==> src/rtl/tksd_pkg.sv <==
// Package for the terminal key sequence decoder: parser states, event kinds,
// key codes, byte constants and the state and result structs.
// No dependencies.
package tksd_pkg;

    typedef enum logic [12:0] {
        ST_GROUND = 13'b0000000000001,
        ST_UTF    = 13'b0000000000010,
        ST_DROP   = 13'b0000000000100,
        ST_ESC    = 13'b0000000001000,
        ST_ESC_O  = 13'b0000000010000,
        ST_CSI    = 13'b0000000100000,
        ST_CSI1   = 13'b0000001000000,
        ST_MOD    = 13'b0000010000000,
        ST_CSI2   = 13'b0000100000000,
        ST_CSI3   = 13'b0001000000000,
        ST_TILDE  = 13'b0010000000000,
        ST_IAC    = 13'b0100000000000,
        ST_OPT    = 13'b1000000000000
    } parse_state_t;

    localparam logic [1:0] KIND_CHAR  = 2'd0;
    localparam logic [1:0] KIND_CTRL  = 2'd1;
    localparam logic [1:0] KIND_END   = 2'd2;
    localparam logic [1:0] KIND_ERROR = 2'd3;

    localparam logic [7:0] K_UP    = 8'h80;
    localparam logic [7:0] K_HOME  = 8'h84;
    localparam logic [7:0] K_END   = 8'h85;
    localparam logic [7:0] K_PGUP  = 8'h86;
    localparam logic [7:0] K_PGDN  = 8'h87;
    localparam logic [7:0] K_INS   = 8'h88;
    localparam logic [7:0] K_DEL   = 8'h89;
    localparam logic [7:0] K_BTAB  = 8'h8A;
    localparam logic [7:0] K_F0    = 8'h90;

    localparam logic [7:0] BYTE_EOT    = 8'h04;
    localparam logic [7:0] BYTE_CR     = 8'h0D;
    localparam logic [7:0] BYTE_ESC    = 8'h1B;
    localparam logic [7:0] BYTE_SEMI   = 8'h3B;
    localparam logic [7:0] BYTE_O      = 8'h4F;
    localparam logic [7:0] BYTE_LBRACK = 8'h5B;
    localparam logic [7:0] BYTE_TILDE  = 8'h7E;
    localparam logic [7:0] BYTE_IAC    = 8'hFF;

    localparam logic [20:0] CP_MAX = 21'h10FFFF;

    localparam logic [2:0] MOD_ALT  = 3'b010;
    localparam logic [2:0] MOD_CTRL = 3'b100;

    typedef struct packed {
        parse_state_t parse_state;
        parse_state_t return_state;
        logic [2:0]   utf_expected;
        logic [2:0]   utf_received;
        logic [20:0]  utf_accum;
        logic [2:0]   mod_flags;
    } dec_state_t;

    typedef struct packed {
        logic        valid;
        logic [1:0]  event_kind;
        logic [20:0] code_point;
        logic [7:0]  ctrl_code;
        logic [2:0]  mods;
    } dec_result_t;

endpackage

==> src/rtl/tksd_step.sv <==
// One parser step of the terminal key sequence decoder: next state and
// optional result for one byte. Depends on tksd_pkg.
module tksd_step (
    input  logic [7:0]           in_byte,
    input  tksd_pkg::dec_state_t cur,
    output tksd_pkg::dec_state_t nxt,
    output tksd_pkg::dec_result_t res
);

    logic [20:0] acc_shift;
    logic [2:0]  rcv_inc;

    assign acc_shift = {cur.utf_accum[14:0], in_byte[5:0]};
    assign rcv_inc   = cur.utf_received + 3'd1;

    always_comb
    begin
        nxt = cur;
        res = '0;
        unique case (cur.parse_state)
            tksd_pkg::ST_GROUND:
            begin
                nxt.mod_flags = '0;
                priority if (in_byte == tksd_pkg::BYTE_IAC)
                begin
                    nxt.parse_state = tksd_pkg::ST_IAC;
                end
                else if (in_byte == tksd_pkg::BYTE_ESC)
                begin
                    nxt.parse_state = tksd_pkg::ST_ESC;
                end
                else if (in_byte == tksd_pkg::BYTE_EOT)
                begin
                    res.valid      = 1'b1;
                    res.event_kind = tksd_pkg::KIND_END;
                end
                else if (in_byte == tksd_pkg::BYTE_CR)
                begin
                    nxt.parse_state = tksd_pkg::ST_DROP;
                    res.valid       = 1'b1;
                    res.event_kind  = tksd_pkg::KIND_CTRL;
                    res.ctrl_code   = in_byte;
                end
                else if (in_byte[7])
                begin
                    nxt.utf_received = 3'd1;
                    nxt.parse_state  = tksd_pkg::ST_UTF;
                    priority if (in_byte[7:5] == 3'b110)
                    begin
                        nxt.utf_expected = 3'd2;
                        nxt.utf_accum    = {16'd0, in_byte[4:0]};
                    end
                    else if (in_byte[7:4] == 4'b1110)
                    begin
                        nxt.utf_expected = 3'd3;
                        nxt.utf_accum    = {17'd0, in_byte[3:0]};
                    end
                    else if (in_byte[7:3] == 5'b11110)
                    begin
                        nxt.utf_expected = 3'd4;
                        nxt.utf_accum    = {18'd0, in_byte[2:0]};
                    end
                    else
                    begin
                        nxt.utf_received = cur.utf_received;
                        nxt.parse_state  = tksd_pkg::ST_GROUND;
                        res.valid        = 1'b1;
                        res.event_kind   = tksd_pkg::KIND_ERROR;
                    end
                end
                else if (in_byte >= 8'h20 && in_byte <= 8'h7E)
                begin
                    res.valid      = 1'b1;
                    res.event_kind = tksd_pkg::KIND_CHAR;
                    res.code_point = {13'd0, in_byte};
                end
                else
                begin
                    res.valid      = 1'b1;
                    res.event_kind = tksd_pkg::KIND_CTRL;
                    res.ctrl_code  = in_byte;
                end
            end
            tksd_pkg::ST_UTF:
            begin
                res.valid = 1'b1;
                if (in_byte[7:6] != 2'b10)
                begin
                    nxt.parse_state = tksd_pkg::ST_GROUND;
                    res.event_kind  = tksd_pkg::KIND_ERROR;
                end
                else
                begin
                    nxt.utf_accum    = acc_shift;
                    nxt.utf_received = rcv_inc;
                    if (rcv_inc < cur.utf_expected)
                    begin
                        res.valid = 1'b0;
                    end
                    else
                    begin
                        nxt.parse_state = tksd_pkg::ST_GROUND;
                        if (acc_shift > tksd_pkg::CP_MAX)
                        begin
                            res.event_kind = tksd_pkg::KIND_ERROR;
                        end
                        else
                        begin
                            res.event_kind = tksd_pkg::KIND_CHAR;
                            res.code_point = acc_shift;
                        end
                    end
                end
            end
            tksd_pkg::ST_ESC:
            begin
                res.valid = 1'b1;
                priority if (in_byte == tksd_pkg::BYTE_ESC)
                begin
                    res.event_kind = tksd_pkg::KIND_CTRL;
                    res.ctrl_code  = in_byte;
                end
                else if (in_byte == tksd_pkg::BYTE_LBRACK)
                begin
                    nxt.parse_state = tksd_pkg::ST_CSI;
                    res.valid       = 1'b0;
                end
                else if (in_byte == tksd_pkg::BYTE_O)
                begin
                    nxt.parse_state = tksd_pkg::ST_ESC_O;
                    res.valid       = 1'b0;
                end
                else if (in_byte >= 8'h20 && in_byte <= 8'h7E)
                begin
                    nxt.parse_state = tksd_pkg::ST_GROUND;
                    res.event_kind  = tksd_pkg::KIND_CHAR;
                    res.code_point  = {13'd0, in_byte};
                    res.mods        = tksd_pkg::MOD_ALT;
                end
                else
                begin
                    nxt.parse_state = tksd_pkg::ST_GROUND;
                    res.event_kind  = tksd_pkg::KIND_ERROR;
                end
            end
            tksd_pkg::ST_ESC_O:
            begin
                res.valid       = 1'b1;
                nxt.parse_state = tksd_pkg::ST_GROUND;
                if (in_byte >= 8'h41 && in_byte <= 8'h44)
                begin
                    nxt.mod_flags  = cur.mod_flags | tksd_pkg::MOD_CTRL;
                    res.event_kind = tksd_pkg::KIND_CTRL;
                    res.ctrl_code  = tksd_pkg::K_UP + (in_byte - 8'h41);
                    res.mods       = cur.mod_flags | tksd_pkg::MOD_CTRL;
                end
                else
                begin
                    res.event_kind = tksd_pkg::KIND_ERROR;
                end
            end
            tksd_pkg::ST_CSI:
            begin
                res.valid       = 1'b1;
                res.event_kind  = tksd_pkg::KIND_CTRL;
                nxt.parse_state = tksd_pkg::ST_GROUND;
                res.mods        = cur.mod_flags;
                unique case (in_byte)
                    8'h41, 8'h42, 8'h43, 8'h44:
                        res.ctrl_code = tksd_pkg::K_UP + (in_byte - 8'h41);
                    8'h46: res.ctrl_code = tksd_pkg::K_END;
                    8'h48: res.ctrl_code = tksd_pkg::K_HOME;
                    8'h5A: res.ctrl_code = tksd_pkg::K_BTAB;
                    8'h31:
                    begin
                        nxt.parse_state = tksd_pkg::ST_CSI1;
                        res             = '0;
                    end
                    8'h32:
                    begin
                        nxt.parse_state = tksd_pkg::ST_CSI2;
                        res             = '0;
                    end
                    8'h33:
                    begin
                        nxt.parse_state = tksd_pkg::ST_CSI3;
                        res             = '0;
                    end
                    8'h34, 8'h38:
                    begin
                        nxt.parse_state = tksd_pkg::ST_TILDE;
                        res.ctrl_code   = tksd_pkg::K_END;
                        res.mods        = '0;
                    end
                    8'h35:
                    begin
                        nxt.parse_state = tksd_pkg::ST_TILDE;
                        res.ctrl_code   = tksd_pkg::K_PGUP;
                        res.mods        = '0;
                    end
                    8'h36:
                    begin
                        nxt.parse_state = tksd_pkg::ST_TILDE;
                        res.ctrl_code   = tksd_pkg::K_PGDN;
                        res.mods        = '0;
                    end
                    8'h37:
                    begin
                        nxt.parse_state = tksd_pkg::ST_TILDE;
                        res.ctrl_code   = tksd_pkg::K_HOME;
                        res.mods        = '0;
                    end
                    default:
                    begin
                        res.event_kind = tksd_pkg::KIND_ERROR;
                        res.mods       = '0;
                    end
                endcase
            end
            tksd_pkg::ST_CSI1:
            begin
                res.valid       = 1'b1;
                res.event_kind  = tksd_pkg::KIND_CTRL;
                nxt.parse_state = tksd_pkg::ST_TILDE;
                priority if (in_byte == tksd_pkg::BYTE_TILDE)
                begin
                    nxt.parse_state = tksd_pkg::ST_GROUND;
                    res.ctrl_code   = tksd_pkg::K_HOME;
                    res.mods        = cur.mod_flags;
                end
                else if (in_byte == tksd_pkg::BYTE_SEMI)
                begin
                    nxt.parse_state  = tksd_pkg::ST_MOD;
                    nxt.return_state = tksd_pkg::ST_CSI;
                    res.valid        = 1'b0;
                    res.event_kind   = tksd_pkg::KIND_CHAR;
                end
                else if (in_byte >= 8'h30 && in_byte <= 8'h35)
                begin
                    res.ctrl_code = tksd_pkg::K_F0 + (in_byte - 8'h30);
                end
                else if (in_byte >= 8'h37 && in_byte <= 8'h39)
                begin
                    res.ctrl_code = tksd_pkg::K_F0 + 8'd6 + (in_byte - 8'h37);
                end
                else if (in_byte >= 8'h50 && in_byte <= 8'h53)
                begin
                    nxt.parse_state = tksd_pkg::ST_GROUND;
                    res.ctrl_code   = tksd_pkg::K_F0 + 8'd1 + (in_byte - 8'h50);
                end
                else
                begin
                    nxt.parse_state = tksd_pkg::ST_GROUND;
                    res.event_kind  = tksd_pkg::KIND_ERROR;
                end
            end
            tksd_pkg::ST_MOD:
            begin
                nxt.mod_flags   = cur.mod_flags | (in_byte[2:0] - 3'd1);
                nxt.parse_state = cur.return_state;
            end
            tksd_pkg::ST_CSI2:
            begin
                res.valid       = 1'b1;
                res.event_kind  = tksd_pkg::KIND_CTRL;
                nxt.parse_state = tksd_pkg::ST_TILDE;
                priority if (in_byte == tksd_pkg::BYTE_TILDE)
                begin
                    nxt.parse_state = tksd_pkg::ST_GROUND;
                    res.ctrl_code   = tksd_pkg::K_INS;
                    res.mods        = cur.mod_flags;
                end
                else if (in_byte == tksd_pkg::BYTE_SEMI)
                begin
                    nxt.parse_state  = tksd_pkg::ST_MOD;
                    nxt.return_state = tksd_pkg::ST_CSI2;
                    res.valid        = 1'b0;
                    res.event_kind   = tksd_pkg::KIND_CHAR;
                end
                else if (in_byte >= 8'h30 && in_byte <= 8'h31)
                begin
                    res.ctrl_code = tksd_pkg::K_F0 + 8'd9 + (in_byte - 8'h30);
                end
                else if (in_byte >= 8'h33 && in_byte <= 8'h36)
                begin
                    res.ctrl_code = tksd_pkg::K_F0 + 8'd11 + (in_byte - 8'h33);
                end
                else if (in_byte >= 8'h38 && in_byte <= 8'h39)
                begin
                    res.ctrl_code = tksd_pkg::K_F0 + 8'd15 + (in_byte - 8'h38);
                end
                else
                begin
                    nxt.parse_state = tksd_pkg::ST_GROUND;
                    res.event_kind  = tksd_pkg::KIND_ERROR;
                end
            end
            tksd_pkg::ST_CSI3:
            begin
                res.valid       = 1'b1;
                res.event_kind  = tksd_pkg::KIND_CTRL;
                nxt.parse_state = tksd_pkg::ST_TILDE;
                priority if (in_byte == tksd_pkg::BYTE_TILDE)
                begin
                    nxt.parse_state = tksd_pkg::ST_GROUND;
                    res.ctrl_code   = tksd_pkg::K_DEL;
                    res.mods        = cur.mod_flags;
                end
                else if (in_byte == tksd_pkg::BYTE_SEMI)
                begin
                    nxt.parse_state  = tksd_pkg::ST_MOD;
                    nxt.return_state = tksd_pkg::ST_CSI3;
                    res.valid        = 1'b0;
                    res.event_kind   = tksd_pkg::KIND_CHAR;
                end
                else if (in_byte >= 8'h31 && in_byte <= 8'h34)
                begin
                    res.ctrl_code = tksd_pkg::K_F0 + 8'd17 + (in_byte - 8'h31);
                end
                else
                begin
                    nxt.parse_state = tksd_pkg::ST_GROUND;
                    res.event_kind  = tksd_pkg::KIND_ERROR;
                end
            end
            tksd_pkg::ST_TILDE:
            begin
                nxt.parse_state = tksd_pkg::ST_GROUND;
                if (in_byte != tksd_pkg::BYTE_TILDE)
                begin
                    res.valid      = 1'b1;
                    res.event_kind = tksd_pkg::KIND_ERROR;
                end
            end
            tksd_pkg::ST_IAC:
            begin
                if (in_byte >= 8'hFB && in_byte <= 8'hFE)
                begin
                    nxt.parse_state = tksd_pkg::ST_OPT;
                end
                else
                begin
                    nxt.parse_state = tksd_pkg::ST_GROUND;
                    res.valid       = 1'b1;
                    res.event_kind  = tksd_pkg::KIND_ERROR;
                end
            end
            default:
            begin
                nxt.parse_state = tksd_pkg::ST_GROUND;
            end
        endcase
    end

endmodule

==> src/rtl/terminal_key_sequence_decoder_top.sv <==
// Top level of the terminal key sequence decoder: input register, parser
// state registers and result register. Depends on tksd_pkg and tksd_step.
//
// Usage: terminal bytes enter on the s_axis channel, one byte per item.
// Each byte yields zero or one key event on the m_axis channel: tuser holds
// the event kind, tdata the code point, control code and modifier flags.
// A byte accepted into the input register sits there while the parser step
// works on it; its event is loaded into the result register when the step
// fires. Throughput: one byte per cycle while the receiver does not stall,
// set by the combinational parser step between the two registers.
// Reset clears the parser to ground, empties both registers and clears the
// modifier and UTF-8 state.
// When the receiver stalls, the event waits in the result register and the
// byte in the input register waits behind it, whether or not it yields an
// event; s_axis_tready drops only while the input register is full and
// cannot advance.
module terminal_key_sequence_decoder_top (
    input  logic        clk,
    input  logic        rst_n,
    input  logic        s_axis_tvalid,
    output logic        s_axis_tready,
    input  logic [7:0]  s_axis_tdata,   // [7:0] in_byte
    output logic        m_axis_tvalid,
    input  logic        m_axis_tready,
    output logic [31:0] m_axis_tdata,   // [20:0] code_point, [28:21] ctrl_code,
                                        // [29] mod_shift, [30] mod_alt, [31] mod_ctrl
    output logic [1:0]  m_axis_tuser    // [1:0] event_kind
);

    logic                  in_valid_reg;
    logic                  in_valid_next;
    logic [7:0]            in_byte_reg;
    tksd_pkg::dec_state_t  state_reg;
    tksd_pkg::dec_state_t  state_next;
    tksd_pkg::dec_result_t step_res;
    logic                  out_valid_reg;
    logic                  out_valid_next;
    logic [31:0]           out_data_reg;
    logic [1:0]            out_kind_reg;
    logic                  fire;
    logic                  in_take;

    tksd_step u_step (
        .in_byte (in_byte_reg),
        .cur     (state_reg),
        .nxt     (state_next),
        .res     (step_res)
    );

    assign fire          = in_valid_reg && (!out_valid_reg || m_axis_tready);
    assign s_axis_tready = !in_valid_reg || fire;
    assign in_take       = s_axis_tvalid && s_axis_tready;

    always_comb
    begin
        in_valid_next = in_valid_reg;
        if (in_take)
        begin
            in_valid_next = 1'b1;
        end
        else if (fire)
        begin
            in_valid_next = 1'b0;
        end
        out_valid_next = out_valid_reg;
        if (fire)
        begin
            out_valid_next = step_res.valid;
        end
        else if (m_axis_tready)
        begin
            out_valid_next = 1'b0;
        end
    end

    always_ff @(posedge clk or negedge rst_n)
    begin
        if (!rst_n)
        begin
            in_valid_reg           <= 1'b0;
            out_valid_reg          <= 1'b0;
            state_reg.parse_state  <= tksd_pkg::ST_GROUND;
            state_reg.return_state <= tksd_pkg::ST_GROUND;
            state_reg.utf_expected <= '0;
            state_reg.utf_received <= '0;
            state_reg.utf_accum    <= '0;
            state_reg.mod_flags    <= '0;
        end
        else
        begin
            in_valid_reg  <= in_valid_next;
            out_valid_reg <= out_valid_next;
            if (fire)
            begin
                state_reg <= state_next;
            end
        end
    end

    always_ff @(posedge clk)
    begin
        if (in_take)
        begin
            in_byte_reg <= s_axis_tdata;
        end
        if (fire && step_res.valid)
        begin
            out_data_reg <= {step_res.mods[2], step_res.mods[1], step_res.mods[0],
                             step_res.ctrl_code, step_res.code_point};
            out_kind_reg <= step_res.event_kind;
        end
    end

    assign m_axis_tvalid = out_valid_reg;
    assign m_axis_tdata  = out_data_reg;
    assign m_axis_tuser  = out_kind_reg;

    a_in_hold: assert property (@(posedge clk) disable iff (!rst_n)
        in_valid_reg && !fire |=> in_valid_reg && $stable(in_byte_reg))
        else $error("waiting input byte lost or changed");

    a_out_drop: assert property (@(posedge clk) disable iff (!rst_n)
        $fell(out_valid_reg) |-> $past(m_axis_tready))
        else $error("result dropped while receiver stalled");

    a_utf_count: assert property (@(posedge clk) disable iff (!rst_n)
        state_reg.parse_state == tksd_pkg::ST_UTF |->
            state_reg.utf_received < state_reg.utf_expected &&
            state_reg.utf_expected >= 3'd2)
        else $error("UTF-8 counters out of range");

    a_mod_return: assert property (@(posedge clk) disable iff (!rst_n)
        state_reg.parse_state == tksd_pkg::ST_MOD |->
            state_reg.return_state == tksd_pkg::ST_CSI ||
            state_reg.return_state == tksd_pkg::ST_CSI2 ||
            state_reg.return_state == tksd_pkg::ST_CSI3)
        else $error("modifier state with bad return state");

    a_err_clean: assert property (@(posedge clk) disable iff (!rst_n)
        m_axis_tvalid && (m_axis_tuser == tksd_pkg::KIND_ERROR ||
            m_axis_tuser == tksd_pkg::KIND_END) |-> m_axis_tdata == 32'd0)
        else $error("error or session end item carries payload");

endmodule
==> config.mk <==
export PLATFORM = sky130hd
export DESIGN_NAME = terminal_key_sequence_decoder_top
export DESIGN_NICKNAME = d
export VERILOG_FILES = /design/src/rtl/tksd_pkg.sv /design/src/rtl/tksd_step.sv /design/src/rtl/terminal_key_sequence_decoder_top.sv
export SDC_FILE = /design/constraint.sdc
export NUM_CORES = 1
export LEC_CHECK = 0
export BUFFER_PORTS_ARGS = -buffer_cell sky130_fd_sc_hd__buf_4
export CAP_MARGIN = 20
export CORE_MARGIN = 3
export CORE_UTILIZATION = 25
export DETAILED_ROUTE_END_ITERATION = 10
export PLACE_DENSITY = 0.36
export SETUP_SLACK_MARGIN = 0.05
export SYNTH_ARGS = -nofsm -noshare
export SYNTH_HDL_FRONTEND = slang
export SYNTH_SLANG_ARGS = --single-unit
==> constraint.sdc <==
create_clock -name clk -period 5 [get_ports clk]
set_clock_uncertainty 0.1 [all_clocks]
set_input_delay 0.25 -clock clk [delete_from_list [all_inputs] [get_ports clk]]
set_output_delay 0.25 -clock clk [all_outputs]
set_load 0.02 [all_outputs]
* Yosys cells after proc, flatten, opt, wreduce, memory -nomap -nowiden
Index checks and enable logic that the tools add are counted.
W data, S select, Z words.
** Operators by class
- Magnitude comparators :: 20
- $add $sub $neg :: 17
- Bitwise logic cells :: 6
- Equality and inequality tests :: 57
- Mux-type cells :: 133
- Reduce and logical (&&, ||, !) cells :: 38
** Operators with widths (count)
- $mux W13 :: 27
- $mux W21 :: 7
- $mux W24 :: 6
- $mux W8 :: 16
- $pmux W13 S9 :: 1
- $eq A8 B7 Y1 const B :: 10
- $eq A8 B6 Y1 const B :: 9
- $mux W23 :: 3
- $mux W3 :: 23
- $add A8 B8 Y8 const A :: 8
- $mux W32 :: 2
- $pmux W21 S3 :: 1
- $mux W29 :: 2
- $pmux W8 S7 :: 1
- $ge A8 B6 Y1 const B :: 6
- $pmux W24 S2 :: 1
- $pmux W8 S6 :: 1
- $mux W11 :: 4
- $pmux W11 S4 :: 1
- $le A8 B6 Y1 const B :: 5
- $sub A8 B6 Y8 const B :: 5
- $pmux W13 S3 :: 1
- $mux W2 :: 17
- $pmux W3 S10 :: 1
- other kinds (57) :: 113
** Storage, ports and cells
- Output and inout port bits :: 36
- Bits of input ports :: 12
- Register bits :: 94
- Word-level logic and storage cells :: 283

* Longest topological paths before layout
- Word-level depth :: 11
- Mapped depth :: 11
- Depth with buffers taken out :: 10

* Cells and area by module
From an unflattened synthesis, not the netlist that was laid out.
** Second synthesis, totals
- Cell total of the unflattened synthesis :: 725
- Area total of the unflattened synthesis :: 7314.5 µm²
** By module, submodules not included
- tksd_step :: cells an instance 554, area each 3667.3 µm², seq. area each 0.0 µm², times used 1
- terminal_key_sequence_decoder_top :: cells an instance 171, area each 3647.2 µm², seq. area each 2715.1 µm², times used 1

* Least setup slack after synthesis
Ideal clock, no wire load.
- Kind :: reg2reg
- From :: reg in_byte_reg[4]
- To :: reg out_data_reg[0], in the netlist m_axis_tdata[0], enable pin
- Stages on the path, launching flop included :: 9
- Buffers on the path :: 1
- Data required time :: 4476 ps
- Library setup time :: 424 ps
- Arrival time :: 3402 ps
- Slack :: 1074 ps
- Period minus slack after synthesis :: 3926 ps
- Cells stage by stage :: edfxtp_1 -> clkbuf_1 -> inv_1 -> ha_1 -> a21oi_1 -> nor2_1 -> a31oi_1 -> a221oi_1 -> a211oi_2
** On the way
- Longest elaborated chain between the ends :: 11
- Elaborated cells between the ends (all ways) :: 38
- Classes of those cells :: order compare: 2; eq/ne: 14; mux: 19; reduce/logical: 3
** RTL lines
- from (decl) :: RTL line terminal_key_sequence_decoder_top.sv:32 : logic [7:0] in_byte_reg;
- from (signal assigned) :: RTL line terminal_key_sequence_decoder_top.sv:104 : in_byte_reg <= s_axis_tdata;
- $eq A5 B5 Y1 :: RTL line tksd_step.sv:58 : else if (in_byte[7:3] == 5'b11110)
- $mux W3 :: RTL line tksd_step.sv:58
- $mux W3 :: RTL line tksd_step.sv:53 : else if (in_byte[7:4] == 4'b1110)
- $mux W3 :: RTL line tksd_step.sv:48 : priority if (in_byte[7:5] == 3'b110)
- $mux W3 :: RTL line tksd_step.sv:44 : else if (in_byte[7])
- $mux W3 :: RTL line tksd_step.sv:37 : else if (in_byte == tksd_pkg::BYTE_CR)
- $mux W3 :: RTL line tksd_step.sv:32 : else if (in_byte == tksd_pkg::BYTE_EOT)
- $mux W32 :: RTL line tksd_step.sv:28 : else if (in_byte == tksd_pkg::BYTE_ESC)
- $mux W32 :: RTL line tksd_step.sv:24 : priority if (in_byte == tksd_pkg::BYTE_IAC)
- $pmux W3 S10 * :: RTL line tksd_step.sv:20 : unique case (cur.parse_state)
- $logic_and A1 B1 Y1 * :: RTL line terminal_key_sequence_decoder_top.sv:106 : if (fire && step_res.valid)
- to (signal assigned) :: RTL line terminal_key_sequence_decoder_top.sv:108 : out_data_reg <= {step_res.mods[2], step_res.mods[1], step_res.mods[0],
- to (decl) :: RTL line terminal_key_sequence_decoder_top.sv:38 : logic [31:0] out_data_reg;
Mark *: on every way between the ends. The rest lies on a longest branch, timed or not.
A chain may end at the register's enable or synchronous reset.

==> results.txt <==
- The flow ran to the end, and the final reports show no timing, DRC or antenna violations.
* Number of storage elements in the synthesis netlist: 85
* Worst Hold Path Cells: 3
- Number of synthesized flops with an enable pin: between 40 and 50
- Maximum clock path buffer count: 2
- Worst hold-check path type: input port to register
- The startpoint identified for the worst hold timing path is m_axis_tready.
* Number of placed I/O pins: 48
- Worst stage delay on the critical path: 770 ps
- After detailed routing, the total wire length is 23500 um.
* Wire length of the first global-routing pass: about 35000 um
* Filler instances: between 2k and 2.5k
- The tool flagged a number of max-cap violations equal to 0.
- The worst setup path is captured at a register.
- Across the VDD grid, the largest voltage drop is about 0.14 mV.
* Number of vias in the routed layout: between 5k and 6k
- For the worst setup path, the data required time is 4990 ps.
* Synth top area share: between 20% and 30%
- The max-slew violation count came to 0.
- Number of warnings issued by yosys: 0
* Maximum clock frequency: about 260 MHz
* Number of antenna violations at the first check in global routing: 0
- Layout Area Growth over Synthesis: 18.6%
- Setup repair after global routing left no endpoint under its margin.
- Pin slew with the least headroom to its limit: about 970 ps
- The register with the most flip-flops in the layout has slightly above 40 of them.
- Fraction of final layout cells with drive strength greater than 1: between 10% and 20%
- In this run the worst path has a maximum fanout of 15.
- Power density over cell area: 347 nW/um2
* Hold slack: 102 ps
- After legalization and detailed placement, the total HPWL measured 17900 um.
* TritonCTS clock tree: built
* Synth Cell Area: 5920 um2
- Number of nets at the end of the flow: roughly 730
- Core area: 23000 um2
- Total routing resource utilization after global routing: a little under a fifth
* Post-CTS clock slew at the launch and capture registers of the worst setup and hold paths: about 80 ps
* Final standard cell utilization of the core: between 30 and 40%
* Number of antenna-violating nets in the routed design: 0
- Die outline area: approximately 26000 um2
- The setup path with the least slack is of type register to register.
- From left edge to right edge, the die measures between 150 and 200 um.
* Number of cell instances on the worst register-to-register path: 8
- Summed over all layers, the global routing overflow is 0.
- For the final routed database, the setup TNS stands at 0 ps.
- Synthesized area per cell: roughly 9.1 um2
- By instance count, the cell type seen most on the critical path is sky130_fd_sc_hd__o21ai_0.
* Overall power: 2.44 mW
- Cell count after placement: just under 1k
- The via count of the first global-routing pass is 5353.
- Yosys mapped the design onto 84 distinct sky130hd cell types.
* Post-synthesis net count: approximately 700
- The initial utilization of the core area, before any placement, comes to 25.8%.
- Seq/Total Area, Yosys: 39.5%
* Detailed Route Iter0 Violations: just over 500
- After detailed routing, the number of remaining DRC violations is 0.
- Share of the cycle needed by the critical path after routing: between 70 and 80%
- RD Place Congestion: roughly 0.9
- Port Buffer Count: 47
- Slew margin rel.: 35.2%
- CTS built an H-tree with a depth of 3.
* Standard cell with the maximum stage delay on the critical path: sky130_fd_sc_hd__edfxtp_1
* Cell at the root of the clock tree: sky130_fd_sc_hd__clkbuf_16
- Setup violations remaining at the end of the flow were counted as 0.
- In the synthesized netlist the dominant register cell turns out to be sky130_fd_sc_hd__edfxtp_1.
* Series of cell instances along the critical path: inv_1 > ha_1 > and4_1 > nor3_1 > o21ai_0 > o21ai_0 > and3_1 > o2111ai_1
- Endpoint of the worst register-to-register path: m_axis_tdata[28]
- In the routed layout, each cell is associated on average with a via count of ~5.4.
- Data arrives at the worst endpoint at 3880 ps.
* Worst hold path endpoint: m_axis_tvalid
* Overall die height: 160 um
- After synthesis, the share of flip-flops with an asynchronous set or reset is roughly half.
- The tree built by TritonCTS fans out to 85 sinks.
- The final-report hold violation count was 0.
- Inserted Diodes: 0
* Most used standard cells in the synthesized netlist: sky130_fd_sc_hd__nand2_1 (96), sky130_fd_sc_hd__edfxtp_1 (42), sky130_fd_sc_hd__dfrtp_1 (41), sky130_fd_sc_hd__nor2_1 (35), sky130_fd_sc_hd__a21oi_1 (34)
* Setup slack, reg-to-reg: 1110 ps
- Entering global routing, the biggest net connects between 40 and 50 pins.
- STA classifies the critical path startpoint as a register.
- The smallest clock period supported by the final layout is computed as 3890 ps.
* Top cells by area in the synthesized netlist: sky130_fd_sc_hd__edfxtp_1 (21%), sky130_fd_sc_hd__dfrtp_1 (17%), sky130_fd_sc_hd__nand2_1 (6.1%), sky130_fd_sc_hd__ha_1 (5.3%), sky130_fd_sc_hd__and2_1 (3.2%)
* Final cell count without fillers: slightly above 1k
* Pre-Repair DR Iteration Count: 5
- Routed wire length per instance: around 23 um
* Dominant cell by count in the synthesized netlist: sky130_fd_sc_hd__nand2_1
- The clock reaches the later pin of the worst-skew pair after between 300 and 400 ps.
- In this run the core area contains 55 standard-cell rows.
- Number of buffers inserted during clock tree synthesis: 9
- In this run the critical register-to-register path is launched from in_byte_reg[3].
* Post-synthesis cell type with the largest combined area: sky130_fd_sc_hd__edfxtp_1
- In this run the static leakage power is 2.78 nW.
- Counting every instance in the synthesized netlist gives 650.
## how the worst max path moves through the flow
stage | from | endpoint | slack (ps) | cells after the start
after floorplan | in_byte_reg[4] | m_axis_tdata[0] | 1070 | 8
after global placement | in_byte_reg[5] | m_axis_tdata[27] | 1200 | 8
after detailed placement | in_byte_reg[3] | m_axis_tdata[28] | 1200 | 8
after CTS | in_byte_reg[3] | m_axis_tdata[28] | 1170 | 8
after global routing | in_byte_reg[3] | m_axis_tdata[28] | 960 | 8
final | in_byte_reg[3] | m_axis_tdata[28] | 1110 | 8
## what timing repair did
item,CTS,global route
endpoints found under the hold margin,50,0
setup buffers,0,0
hold buffers,10,0
resized for setup,0,0
## layout by cell type, fill, tap and decap left out, drive strengths merged, types with 19 or more instances in the layout
master | Yosys | layout
nand2 | 97 | 97
edfxtp | 42 | 42
nand3 | 23 | 23
a21oi | 34 | 34
o21ai | 47 | 47
ha | 25 | 25
and2 | 30 | 30
dfrtp | 41 | 41
nor2 | 35 | 35
inv | 16 | 19
buf | 17 | 59
## critical path, delay by kind of cell (launching register included)
family	cells	cell delay, ps
AO/OA/AOI/OAI	3	700
AND/OR/NAND/NOR	3	1210
buffers and inverters	1	410
flip-flops	1	770
adder cells (fa/ha/maj)	1	420
## cells by family (layout without fill, tap and decap cells)
kind of cell | after synthesis | count (layout) | synth area share [%]
AND/OR/NAND/NOR | 295 | 295 | 28.3
AO/OA/AOI/OAI | 173 | 173 | 20.0
flip-flops | 85 | 85 | 39.5
buffers and inverters | 52 | 103 | 3.74
adder cells (fa/ha/maj) | 25 | 25 | 5.28
XOR/XNOR | 12 | 12 | 1.77
multiplexers | 8 | 8 | 1.44
## metal layers
metal | vias to the layer above | track usage (%) | part of all wire [%]
met2 | 212 | 28.7 | 46
met5 | - | 0 | 0
li1 | 2523 | - | -
met1 | 2673 | 25.2 | 46
met3 | 40 | 3.48 | 6.1
met4 | 0 | 5.68 | 2.5
## metrics by stage
step	worst slack (ps)	area, um2
final	1110	7020
after global routing	960	7020
after CTS	1170	7020
after detailed placement	1200	6610
after global placement	1200	6600
after floorplan	1070	5920
## power by group
part | switching (mW) | internal (mW) | total, mW
clock | 0.357 | 0.360 | 0.717
combinational | 0.493 | 0.269 | 0.762
sequential | 0.103 | 0.858 | 0.961
## final cells by class
| type | count | area (um2) | area share, % |
|---|---|---|---|
| clock buffer | 9 | 225 | 3.21 |
| clock inverter | 7 | 88.8 | 1.26 |
| inverter | 18 | 67.6 | 0.962 |
| multi-input combinational | 513 | 3370 | 48.0 |
| sequential | 85 | 2340 | 33.3 |
| tap | 313 | 392 | 5.58 |
| timing repair buffer | 69 | 543 | 7.73 |
Note: power is estimated with default switching activity, not from simulation.
